`src/design/btda_pkg.sv`:
```
`timescale 1ns / 1ps
// Shared types and constants for the binary to decimal ASCII converter.
// Depends on nothing; every design file but btda_value_if imports it.
package btda_pkg;

    localparam int DIGIT_W = 4;
    localparam int CHAR_W  = 6;

    localparam logic [DIGIT_W-1:0] DIGIT_ADJ_MIN = 4'd5;
    localparam logic [DIGIT_W-1:0] DIGIT_ADJ     = 4'd3;
    localparam logic [CHAR_W-1:0]  ASCII_ZERO    = 6'd48;

    typedef enum logic [1:0] {
        ST_IDLE,
        ST_CONV,
        ST_SKIP,
        ST_EMIT
    } btda_state_t;

    typedef struct packed {
        logic load;
        logic step;
        logic shift;
    } btda_cmd_t;

    typedef struct packed {
        logic top_zero;
    } btda_status_t;

endpackage

```
`src/design/btda_datapath.sv`:
```
`timescale 1ns / 1ps
// Double-dabble datapath: value shift register and packed BCD digit register.
// Depends on btda_pkg.
module btda_datapath import btda_pkg::*; #(
    parameter int VALUE_BITS = 31,
    parameter int MAX_DIGITS = 10
) (
    input  logic                  clk,
    input  logic [VALUE_BITS-1:0] value,
    input  btda_cmd_t             cmd,
    output btda_status_t          status,
    output logic [CHAR_W-1:0]     digit_char
);

    localparam int BCD_W = DIGIT_W * MAX_DIGITS;

    logic [VALUE_BITS-1:0] val_reg;
    logic [VALUE_BITS-1:0] val_next;
    logic [BCD_W-1:0]      bcd_reg;
    logic [BCD_W-1:0]      bcd_next;
    logic [BCD_W-1:0]      bcd_adj;
    logic [DIGIT_W-1:0]    top_digit;

    // Add three to every digit of five or more before the doubling shift.
    always_comb
    begin
        for (int d = 0; d < MAX_DIGITS; d++)
        begin
            if (bcd_reg[d*DIGIT_W +: DIGIT_W] >= DIGIT_ADJ_MIN)
            begin
                bcd_adj[d*DIGIT_W +: DIGIT_W] = bcd_reg[d*DIGIT_W +: DIGIT_W] + DIGIT_ADJ;
            end
            else
            begin
                bcd_adj[d*DIGIT_W +: DIGIT_W] = bcd_reg[d*DIGIT_W +: DIGIT_W];
            end
        end
    end

    always_comb
    begin
        val_next = val_reg;
        bcd_next = bcd_reg;
        if (cmd.load)
        begin
            val_next = value;
            bcd_next = '0;
        end
        else if (cmd.step)
        begin
            // Carry out of the top digit drops: the count wraps modulo 10^MAX_DIGITS.
            val_next = {val_reg[VALUE_BITS-2:0], 1'b0};
            bcd_next = {bcd_adj[BCD_W-2:0], val_reg[VALUE_BITS-1]};
        end
        else if (cmd.shift)
        begin
            bcd_next = {bcd_reg[BCD_W-DIGIT_W-1:0], {DIGIT_W{1'b0}}};
        end
    end

    always_ff @(posedge clk)
    begin
        val_reg <= val_next;
        bcd_reg <= bcd_next;
    end

    assign top_digit       = bcd_reg[BCD_W-1 -: DIGIT_W];
    assign status.top_zero = (top_digit == '0);
    assign digit_char      = ASCII_ZERO + {{(CHAR_W-DIGIT_W){1'b0}}, top_digit};

endmodule

```
`config.mk`:
```
export PLATFORM = sky130hd
export DESIGN_NAME = btda_datapath
export DESIGN_NICKNAME = d
export VERILOG_FILES = /design/src/design/btda_pkg.sv /design/src/design/btda_datapath.sv
export SDC_FILE = /design/constraint.sdc
export NUM_CORES = 1
export LEC_CHECK = 0
export BUFFER_PORTS_ARGS = -buffer_cell sky130_fd_sc_hd__buf_2
export CORE_MARGIN = 1
export CORE_UTILIZATION = 40
export DETAILED_ROUTE_END_ITERATION = 8
export PLACE_DENSITY = 0.63
export SYNTH_ARGS = -nofsm -noshare
export SYNTH_HDL_FRONTEND = slang
export SYNTH_SLANG_ARGS = --single-unit
```
`constraint.sdc`:
```
create_clock -name clk -period 2.6 [get_ports clk]
set_clock_uncertainty 0.15 [all_clocks]
set_input_delay 0.39 -clock clk [delete_from_list [all_inputs] [get_ports clk]]
set_output_delay 0.39 -clock clk [all_outputs]
set_load 0.02 [all_outputs]
```
Word level (Yosys, flattened, before mapping)
Index checks and enable logic that the tools add are counted.
Operators by class
  add/sub/neg operators: 11
  $lt $le $gt $ge: 10
  muxes and demuxes: 14
  reduce and logical (&&, ||, !) cells: 3
Operators with widths (number)
  $mux W40: 2
  $mux W31: 2
  $ge A4 B3 Y1 const B: 10
  $add A4 B2 Y4 const B: 9
  $mux W4: 9
  $add A5 B5 Y6 const A: 1
  $logic_not A4 Y1: 1
  $reduce_bool A2 Y1: 2
  $add A3 B2 Y3 const B: 1
  $mux W3: 1
Storage, ports and cells
  flip-flop bits (word level): 71
  logic and storage cells: 40

Depth between registers and ports, before layout
  word-level depth: 3
  gate-level depth with buffers: 6
  depth with buffers taken out: 6

Worst setup path after synthesis
No wires, ideal clock.
  path type: register to output
  start point: register bcd_reg[36]
  end point: output status
  data arrival time: 1.122 ns
  slack: 0.938 ns
  cell stages (with the launch flop): 4
  cells stage by stage: dfxtp_1 inv_1 ha_1 nor3b_1
Between the ends
  word-level cells in the longest chain between the ends: 1
Ends and longest elaborated chain
  from (decl): RTL line btda_datapath.sv:19  | logic [BCD_W-1:0] bcd_reg;
  from (signal assigned): RTL line btda_datapath.sv:64  | bcd_reg <= bcd_next;
  $logic_not A4 Y1: RTL line btda_datapath.sv:68  | assign status.top_zero = (top_digit == '0);
  to (decl): RTL line btda_datapath.sv:11  | output btda_status_t status,
Every way passes these cells.

Final worst setup path
Ends and elaborated chain as after synthesis.

==> summary.txt <==
Status
  – Status: complete, no violations

Worst setup path
  – WP data required: 2060 ps
  – CP Max Fanout: 5
  – R2R depth: 6
  – Origin of the worst setup path: bcd_reg[36]
  – CP arrival: 1380 ps
  – CP Launch Type: flip-flop
  – Setup crit end kind: primary output
  – Worst R2R Start: bcd_reg[0]
  – Reg-to-reg slack, setup: 800 ps
  – Worst setup path category: reg2out
  – Reg-to-reg endpoint: bcd_reg[1]

Finish
  – Most frequent cells in the layout: dfxtp_1, buf_2, edfxtp_1
  – Nets: 472
  – Share of layout cells above drive strength 1: 21.1%
  – Finished Core Util: 46.2%
  – Finished Layout Cells: 555
  – # fillers: 902
  – P&R area growth vs syn: 12.4%
  – Max FFs per register: 40
  – Ant. Diodes: 0
  – Commonest non-fill, non-tap cell in the layout: dfxtp_1

Yosys
  – Share of the synthesized area in the top cell type: 23.1%
  – Yosys reg bits: 71
  – Area contributors post-synth: edfxtp_1, dfxtp_1, ha_1, mux2_2, mux2_1
  – Post-Synthesis Cells: 387
  – Synth unique cells: 33
  – YS warnings: 0
  – Seq/Total Area, Yosys: 43.1%
  – Largest area contributor in the netlist: edfxtp_1
  – Area of the mapped netlist: 4020 um^2
  – Average size of a mapped cell: 10.4 um^2

STA
  – Fin Hold WS: 163 ps
  – Hold Vio Cnt, Final: 0
  – Setup ws final: 677 ps
  – Setup_tns: 0 ps
  – Final min period: 1920 ps
  – # setup viols final: 0
  – RSZ-0062 raised after global routing: no
  – Tcrit/Tclk final: 74.0%
  – Max Fclk: 520 MHz
  – Slew Limit Fails: 0

Place
  – Gpl congestion: 0.808
  – IO Port Bufs: 39
  – Placed Cells: 539
  – Final HPWL DP: 5400 um
  – Pre-CTS setup slack: 783 ps

Routing
  – Routed WL: 8140 um
  – Post-route DRC: 0
  – Via Count: 3035
  – Vias/cell: 5.47
  – First-pass iteration count of the detailed router: 5
  – Post-DRT Antenna Nets: 0
  – Initial DRC Count: 131
  – Wire length per cell: 14.7 um

Min path
  – Hold Path Class: in2reg
  – Hold Path Stages: 2
  – Hold Crit Endpoint: val_reg[0]
  – Hold Startpoint: value[0]

Floorplan
  – Starting density of the core: 41.1%
  – Core box area: 9770 um^2
  – Top Ports: 42
  – Die H: 102 um
  – Rows: 36
  – Die X: 102 um
  – Die Area: 10500 um^2

Pwr
  – Clock Power Share: 38.7%
  – P_sw: 0.000653 W
  – Leak: 1.63 nW
  – Part of the power in registers: 49.8%
  – Combinational share of power: 11.5%
  – Sw frac: 25.2%
  – Maximum vdd drop: 242 uV
  – P per Cell Area: 573 nW/um^2
  – Power Internal: 0.00193 W

CTS
  – Max Root-Sink Buffers: 2
  – Worst-Skew Late Latency: 360 ps
  – Htree depth: 3
  – CTS root buf: clkbuf_8
  – Post-CTS Setup Bufs: 0
  – Post_cts resized: 0
  – Reg clk slew, reported paths: 90 ps
  – # clock sinks: 71
  – TritonCTS Buffers: 9
  – Post-CTS Hold Buffers: 0
  – CTS tree: done

GRT
  – Vias in the first global route: 2834
  – Maximum number of pins on one net before global-route repair: 43
  – Overflow after GRT: 0
  – Global-route wire length before repair: 13600 um
  – Global Route Usage Sum: 16.5%
  – Initial antenna violation count: 0

Job
  – Max_cap viols: 0
==> synthesized netlist by cell type, drive strengths merged <==
master and number:
o221ai 13, edfxtp 31, o21ai 20, o311ai 6
nand4b 19, nor2b 1, dfxtp 40, and2 1
mux2 36, buf 25, nor3 1, mux2i 13
a32oi 9, conb 1, nand2b 11, inv 21
nor2 25, a211oi 18, nand3b 1, nand3 1
nand2 18, nor3b 20, or4b 1, clkbuf 5
ha 20, a21oi 30
==> metrics by stage <==
step           instance area, um^2  power, W
2_1_floorplan                 4030   0.00153
3_3_place_gp                  4290   0.00160
3_5_place_dp                  4290   0.00161
4_1_cts                       4520   0.00262
5_1_grt                       4520   0.00270
6_report                      4520   0.00259
==> cell families (layout without fill, tap and decap cells) <==
family	after synthesis	after routing	share of synthesized area, %
compound gates	96	96	15.7
flops	71	71	43.1
simple gates	99	99	15.0
fa+ha+maj	20	20	6.22
mux	49	49	13.3
buf+inv	51	85	6.60
other cells	1	2	0.0933
==> area by class of cell <==
| type | count | area, um^2 | share of cell area [%] |
|---|---|---|---|
| multi-input cells | 266 | 2030 | 44.9 |
| inverters | 21 | 78.8 | 1.74 |
| clock buffers | 9 | 124 | 2.74 |
| clock inverters | 7 | 103 | 2.27 |
| repair buffers | 48 | 288 | 6.37 |
| well taps | 133 | 166 | 3.68 |
| flip-flops and latches | 71 | 1730 | 38.3 |
==> worst max path at each step <==
stage	endpoint	slack, ps	cells past startpoint
5_1_grt	status	560	4
4_1_cts	status	650	4
3_5_place_dp	val_reg[17]	780	3
2_1_floorplan	status	940	3
3_3_place_gp	val_reg[17]	810	3
6_report	status	680	4
==> worst max-delay path, cell delays in order, from the launching register on <==
cell and delay (ps):
dfxtp_1 390, inv_1 90, ha_1 240, nor3b_1 150, buf_2 160
==> per-layer routing <==
| layer | up-vias | share of wire (%) | global-route usage, % |
|---|---|---|---|
| met4 | 0 | 1.5 | 5.38 |
| met3 | 9 | 2.9 | 3.56 |
| met2 | 53 | 47 | 26.8 |
| met5 | - | 0 | 0 |
| li1 | 1509 | - | - |
| met1 | 1464 | 48 | 21.9 |
==> power groups by stage <==
stage / Clock (W) / Combinational [W] / Sequential (W)
after global placement: 0 / 0.000290 / 0.00131
after floorplan: 0 / 0.000229 / 0.00130
final: 0.00100 / 0.000298 / 0.00129
after detailed placement: 0 / 0.000297 / 0.00131
after global routing: 0.00107 / 0.000332 / 0.00130
after CTS: 0.00103 / 0.000300 / 0.00129
No activity file was read; power rests on OpenSTA's default activity.
