[src/design/btda_pkg.sv]
`timescale 1ns / 1ps
// Shared types and constants for the binary to decimal ASCII converter.
// Depends on nothing; every design file but btda_value_if imports it.
package btda_pkg;

    localparam int DIGIT_W = 4;
    localparam int CHAR_W  = 6;

    localparam logic [DIGIT_W-1:0] DIGIT_ADJ_MIN = 4'd5;
    localparam logic [DIGIT_W-1:0] DIGIT_ADJ     = 4'd3;
    localparam logic [CHAR_W-1:0]  ASCII_ZERO    = 6'd48;

    typedef enum logic [1:0] {
        ST_IDLE,
        ST_CONV,
        ST_SKIP,
        ST_EMIT
    } btda_state_t;

    typedef struct packed {
        logic load;
        logic step;
        logic shift;
    } btda_cmd_t;

    typedef struct packed {
        logic top_zero;
    } btda_status_t;

endpackage

[src/design/btda_ctrl.sv]
`timescale 1ns / 1ps
// Sequencer for the converter: load, shift-add, leading-zero skip, emit.
// Depends on btda_pkg.
module btda_ctrl import btda_pkg::*; #(
    parameter int VALUE_BITS = 31,
    parameter int MAX_DIGITS = 10
) (
    input  logic         clk,
    input  logic         rst_n,
    input  logic         in_valid,
    output logic         in_ready,
    output logic         out_valid,
    input  logic         out_ready,
    output logic         out_last,
    input  btda_status_t status,
    output btda_cmd_t    cmd
);

    localparam int BIT_CNT_W = $clog2(VALUE_BITS);
    localparam int DIG_CNT_W = $clog2(MAX_DIGITS);

    btda_state_t          state_reg;
    btda_state_t          state_next;
    logic [BIT_CNT_W-1:0] bit_cnt_reg;
    logic [BIT_CNT_W-1:0] bit_cnt_next;
    logic [DIG_CNT_W-1:0] dig_cnt_reg;
    logic [DIG_CNT_W-1:0] dig_cnt_next;

    always_ff @(posedge clk or negedge rst_n)
    begin
        if (!rst_n)
        begin
            state_reg   <= ST_IDLE;
            bit_cnt_reg <= '0;
            dig_cnt_reg <= '0;
        end
        else
        begin
            state_reg   <= state_next;
            bit_cnt_reg <= bit_cnt_next;
            dig_cnt_reg <= dig_cnt_next;
        end
    end

    always_comb
    begin
        state_next   = state_reg;
        bit_cnt_next = bit_cnt_reg;
        dig_cnt_next = dig_cnt_reg;
        cmd          = '0;
        in_ready     = 1'b0;
        out_valid    = 1'b0;
        out_last     = 1'b0;
        case (state_reg)
            ST_IDLE:
            begin
                in_ready = 1'b1;
                if (in_valid)
                begin
                    cmd.load     = 1'b1;
                    bit_cnt_next = BIT_CNT_W'(VALUE_BITS - 1);
                    state_next   = ST_CONV;
                end
            end
            ST_CONV:
            begin
                cmd.step = 1'b1;
                if (bit_cnt_reg == '0)
                begin
                    dig_cnt_next = DIG_CNT_W'(MAX_DIGITS - 1);
                    state_next   = ST_SKIP;
                end
                else
                begin
                    bit_cnt_next = bit_cnt_reg - 1'b1;
                end
            end
            ST_SKIP:
            begin
                // Drop leading zeros, but always keep the last digit.
                if (status.top_zero && (dig_cnt_reg != '0))
                begin
                    cmd.shift    = 1'b1;
                    dig_cnt_next = dig_cnt_reg - 1'b1;
                end
                else
                begin
                    state_next = ST_EMIT;
                end
            end
            ST_EMIT:
            begin
                out_valid = 1'b1;
                out_last  = (dig_cnt_reg == '0);
                if (out_ready)
                begin
                    if (dig_cnt_reg == '0)
                    begin
                        state_next = ST_IDLE;
                    end
                    else
                    begin
                        cmd.shift    = 1'b1;
                        dig_cnt_next = dig_cnt_reg - 1'b1;
                    end
                end
            end
            default:
            begin
                state_next = ST_IDLE;
            end
        endcase
    end

endmodule

[config.mk]
export PLATFORM = sky130hd
export DESIGN_NAME = btda_ctrl
export DESIGN_NICKNAME = d
export VERILOG_FILES = /design/src/design/btda_pkg.sv /design/src/design/btda_ctrl.sv
export SDC_FILE = /design/constraint.sdc
export NUM_CORES = 1
export LEC_CHECK = 0
export ABC_AREA = 0
export BUFFER_PORTS_ARGS = -buffer_cell sky130_fd_sc_hd__buf_2
export CAP_MARGIN = 40
export CORE_ASPECT_RATIO = 1.2
export CORE_MARGIN = 5
export CORE_UTILIZATION = 50
export CTS_CLUSTER_SIZE = 24
export DETAILED_ROUTE_END_ITERATION = 16
export PLACE_DENSITY = 0.7
export SLEW_MARGIN = 10
export SYNTH_ARGS = -nofsm -noshare
export SYNTH_HDL_FRONTEND = slang
export SYNTH_SLANG_ARGS = --single-unit
[constraint.sdc]
create_clock -name clk -period 2.45 [get_ports clk]
set_input_delay 0.735 -clock clk [delete_from_list [all_inputs] [get_ports clk]]
set_output_delay 0.735 -clock clk [all_outputs]
set_load 0.05 [all_outputs]
Word level (Yosys, flattened, before mapping)
Index checks and enable logic that the tools add are counted.
{"block": "totals", "output_inout_bits": 6, "ff_bits": 11, "in_bits": 5, "wordCells": 50}
{"block": "classes", "n_mux": 24, "eq_ne": 11, "add_sub_neg": 2, "n_reduce_logical": 10}
{"cell": "$mux W4", "n": 4}
{"cell": "$ne A2 B2 Y1 const B", "n": 8}
{"cell": "$pmux W4 S3", "n": 1}
{"cell": "$mux W2", "n": 5}
{"cell": "$mux W5", "n": 2}
{"cell": "$pmux W5 S2", "n": 1}
{"cell": "$reduce_and A5 Y1", "n": 2}
{"cell": "$mux W1", "n": 9}
{"cell": "$pmux W2 S4", "n": 1}
{"cell": "$logic_not A5 Y1", "n": 1}
{"cell": "$sub A5 B1 Y5 const B", "n": 1}
{"cell": "$eq A2 B2 Y1 const B", "n": 2}
{"cell": "$logic_not A4 Y1", "n": 1}
{"cell": "$reduce_bool A4 Y1", "n": 1}
{"cell": "$sub A4 B1 Y4 const B", "n": 1}
{"cell": "$reduce_and A3 Y1", "n": 1}
{"cell": "$reduce_bool A3 Y1", "n": 1}
{"cell": "$eq A2 B1 Y1 const B", "n": 1}
{"cell": "$logic_not A2 Y1", "n": 1}
{"cell": "$pmux W1 S2", "n": 1}
{"cell": "$reduce_bool A2 Y1", "n": 1}
{"cell": "$logic_and A1 B1 Y1", "n": 1}

Logic depth before layout (Yosys ltp)
{"block": "logic_depth", "ltp_word": 4, "depth_mapped": 7, "depth_no_buf": 6}

Worst setup path before layout
No wires, ideal clock.
{"block": "synth_timing", "path_kind": "register -> output", "start": "register state_reg[1]", "end": "output port cmd[0] (netlist bit)", "t_arrival_ps": 1803, "path_buffers": 0, "required_time_ps": 1715, "setup_slack_ps": -88, "stages_incl_launch_ff": 4, "cell_sequence": "dfrtp_1 > ha_1 > nand2_1 > a21oi_1"}
{"element": "start: declaration", "line": "btda_ctrl.sv:22", "text": "btda_state_t state_reg;"}
{"element": "start signal: assignment", "line": "btda_ctrl.sv:39", "text": "state_reg <= state_next;"}
{"element": "end: declaration", "line": "btda_ctrl.sv:16", "text": "output btda_cmd_t cmd"}

==> summary.md <==
| Metric | Value |
|---|---|
| Sequential fraction of the synthesis area | `34.5%` |
| Max_slew headroom | `82.8%` |
| Top-area cell type share of the netlist area | `34.5%` |
| CP Capture Type | `output pin` |
| CTS clk-pin slew, worst paths | `0.07 ns` |
| P_int | `0.638 mW` |
| Clock sink total | `11` |
| Reg2reg setup slack | `0.46 ns` |
| Initial antenna violation count | `0` |
| Vias per inst | `5.70` |
| Max IR drop VDD | `0.000683 V` |
| M2 GR Usage | `20.4%` |
| Part of the power in registers | `26.0%` |
| Nets | `113` |
| FF+latch count, synth | `11` |
| CP Launch Type | `flip-flop` |
| Busiest layer in global routing | `met2` |
| Synth Flop Type | `dfrtp_1` |
| Cell variety after synth | `34` |
| Total of max-cap violations | `0` |
| Fin. max-slew vios | `0` |
| Clk_skew | `0.000146 ns` |
| Critical path origin | `dig_cnt_reg[0]` |
| Slowest cell on crit path | `dfrtp_1` |
| Initial DRC count | `17` |
| GRT overflow | `0` |
| Core Region | `1480 um^2` |
| Hpwl dp | `1130 um` |
| Hold WC Path Type | `input port to async pin` |
| Outcome | `complete, no violations` |
| Critical R2R Launch | `state_reg[0]` |
| Ranking of synthesized cells by area | `dfrtp_1 34%, ha_1 11%, nor2b_1 3.9%, mux2i_1 3.8%, inv_1 3.8%` |
| Power, Total | `1.27 mW` |
| Layout cell share with drive strength beyond 1 | `25.0%` |
| P_sw | `0.633 mW` |
| Max reg flops | `5` |
| Post-Syn Area | `798 um^2` |
| CTS tree | `done` |
| Final worst path period share | `94.4%` |
| Register-to-Register Path Depth | `6` |
| Logic pwr share | `64.2%` |
| GR Util met3 | `2.01%` |
| Clock Latency Late Sink | `0.27 ns` |
| Pre-CTS setup slack | `0.416 ns` |
| Critical path peak fanout | `4` |
| GRT Resource Usage Total | `13.9%` |
| Largest net degree at the start of global routing | `12` |
| # diodes | `0` |
| PortBufs | `10` |
| Die Y-Extent | `53.8 um` |
| Setup-failing EPs final | `0` |
| First-pass GRT wire length | `2490 um` |
| Ys Warns | `0` |
| PwrDens | `1410 nW/um^2` |
| Met1 Track Usage GR | `18.8%` |
| Crit path cell chain | `inv_1 -> ha_1 -> nor3b_2 -> buf_4 -> a21oi_2 -> buf_2` |
| Clk pwr share | `9.9%` |
| Die X | `46.5 um` |
| Initial core utilization | `53.8%` |
| Worst-Margin Slew | `0.257 ns` |
| Routability cong. | `0.845` |
| Critical path class | `flip-flop to output pin` |
| Final setup margin | `0.138 ns` |
| Antenna Nets Post-Route | `0` |
| Root Buffer | `clkbuf_4` |
| Final WL | `1490 um` |
| Maximum clock frequency | `432 MHz` |
| Pleak | `0.434 nW` |
| Minimum clock period | `2.31 ns` |
| Setup TNS | `0 ns` |
| Routed vias | `667` |
| # IOs | `11` |
| # fillers | `130` |
| DRC viols | `0` |
| Synthesized area per cell | `9.28 um^2` |
| P&R area growth vs syn | `13.3%` |
| Sw Share | `49.8%` |
| Longest Clk Path Bufs | `2` |
| Cells after Synth | `86` |
| Drt wl/cell | `12.8 um` |
| Final hold viol count | `0` |
| Drt first pass iters | `4` |
| # H-tree levels | `1` |
| Area leader, netlist | `dfrtp_1` |
| Syn Nets | `98` |
| Post-synth EDFFs | `0` |
| Vias in the first global route | `604` |
| Max stage delay on crit path | `0.34 ns` |
| CP required | `1.71 ns` |
| FFs w/ async S/R, synth | `100%` |
| Reg2Reg Capture Point | `dig_cnt_reg[3]` |
| Post-CTS setup buffers | `0` |
| CP arrival | `1.58 ns` |
| Setup repair after global routing missed its margin | `no` |
| DIE AREA | `2500 um^2` |
| CP Capture Point | `cmd[0]` |
| Rows | `15` |
| TritonCTS buffer count | `3` |
==> placed cells by master (no fill, tap or decap), types with 3 or more instances in the layout <==
| cell type | instances |
|---|---|
| and2_1 | 3 |
| buf_2 | 10 |
| clkbuf_4 | 3 |
| dfrtp_1 | 11 |
| ha_1 | 7 |
| inv_1 | 8 |
| mux2i_1 | 3 |
| nand2_1 | 6 |
| nor2_1 | 6 |
| nor2b_1 | 5 |
| nor3_1 | 4 |
| o21ai_0 | 4 |
==> through the flow <==
stage                     hold WS (ns)  cells  utilization (%)  cell area [um^2]
after floorplan                  0.439     86                -               802
after global placement           0.514    113             58.9               873
final                            0.322    117             61.0               905
after detailed placement         0.516    113             58.9               873
after global routing             0.327    117             61.0               905
after CTS                        0.320    117             60.7               900
==> worst min path at each step <==
stage | startpoint | endpoint | slack, ns | cells after the start
after detailed placement | dig_cnt_reg[1] | dig_cnt_reg[1] | 0.52 | 2
after global routing | rst_n | dig_cnt_reg[2] | 0.33 | 1
after floorplan | rst_n | bit_cnt_reg[0] | 0.44 | 0
after global placement | bit_cnt_reg[0] | bit_cnt_reg[0] | 0.51 | 1
after CTS | rst_n | dig_cnt_reg[3] | 0.32 | 1
final | rst_n | bit_cnt_reg[4] | 0.32 | 1
==> cell usage after synthesis (2+ instances only) <==
cell,count
dfrtp_1,11
inv_1,8
nor2_1,6
nor2b_1,5
a21oi_1,2
and2_1,3
nand3_1,2
nor3_1,4
ha_1,7
o31ai_1,2
o21ai_0,4
nand2_1,6
o21ai_1,2
o221ai_1,2
mux2i_1,3
==> cells by family after synthesis <==
family / count (synthesis) / share of synthesized area [%]
buf+inv: 10 / 5.64
mux: 4 / 5.17
flops: 11 / 34.5
compound gates: 19 / 18.5
fa+ha+maj: 7 / 11.0
simple gates: 35 / 25.2
==> timing repair <==
item                       CTS  global route
hold endpoints to repair     0             0
resized for setup            0             1
hold buffers                 0             0
setup endpoints to repair    0             1
==> critical path, delay by kind of cell (launching register included) <==
family	cells	cell delay [ns]
buf+inv	3	0.48
flops	1	0.34
fa+ha+maj	1	0.23
simple gates	1	0.17
compound gates	1	0.08
==> final cells by class <==
| class | instances | area, um^2 | share of cell area, % |
|---|---|---|---|
| multi-input cells | 65 | 487 | 53.8 |
| clock buffers | 4 | 26.3 | 2.90 |
| flip-flops and latches | 11 | 275 | 30.4 |
| well taps | 17 | 21.3 | 2.35 |
| repair buffers | 12 | 65.1 | 7.19 |
| inverters | 8 | 30.0 | 3.32 |
==> metal layers <==
metal | vias to the layer above | share of wire [%]
met5 | - | 0
met4 | 0 | 3.9
met3 | 7 | 4.5
met2 | 18 | 47
met1 | 311 | 44
li1 | 331 | -
==> power by group through the flow <==
stage	Sequential, mW	Clock [mW]	Combinational, mW
6_report	0.330	0.125	0.816
5_1_grt	0.341	0.140	0.908
4_1_cts	0.328	0.130	0.818
3_5_place_dp	0.331	0	0.818
3_3_place_gp	0.330	0	0.805
2_1_floorplan	0.315	0	0.688
Note: power is estimated with default switching activity, not from simulation.
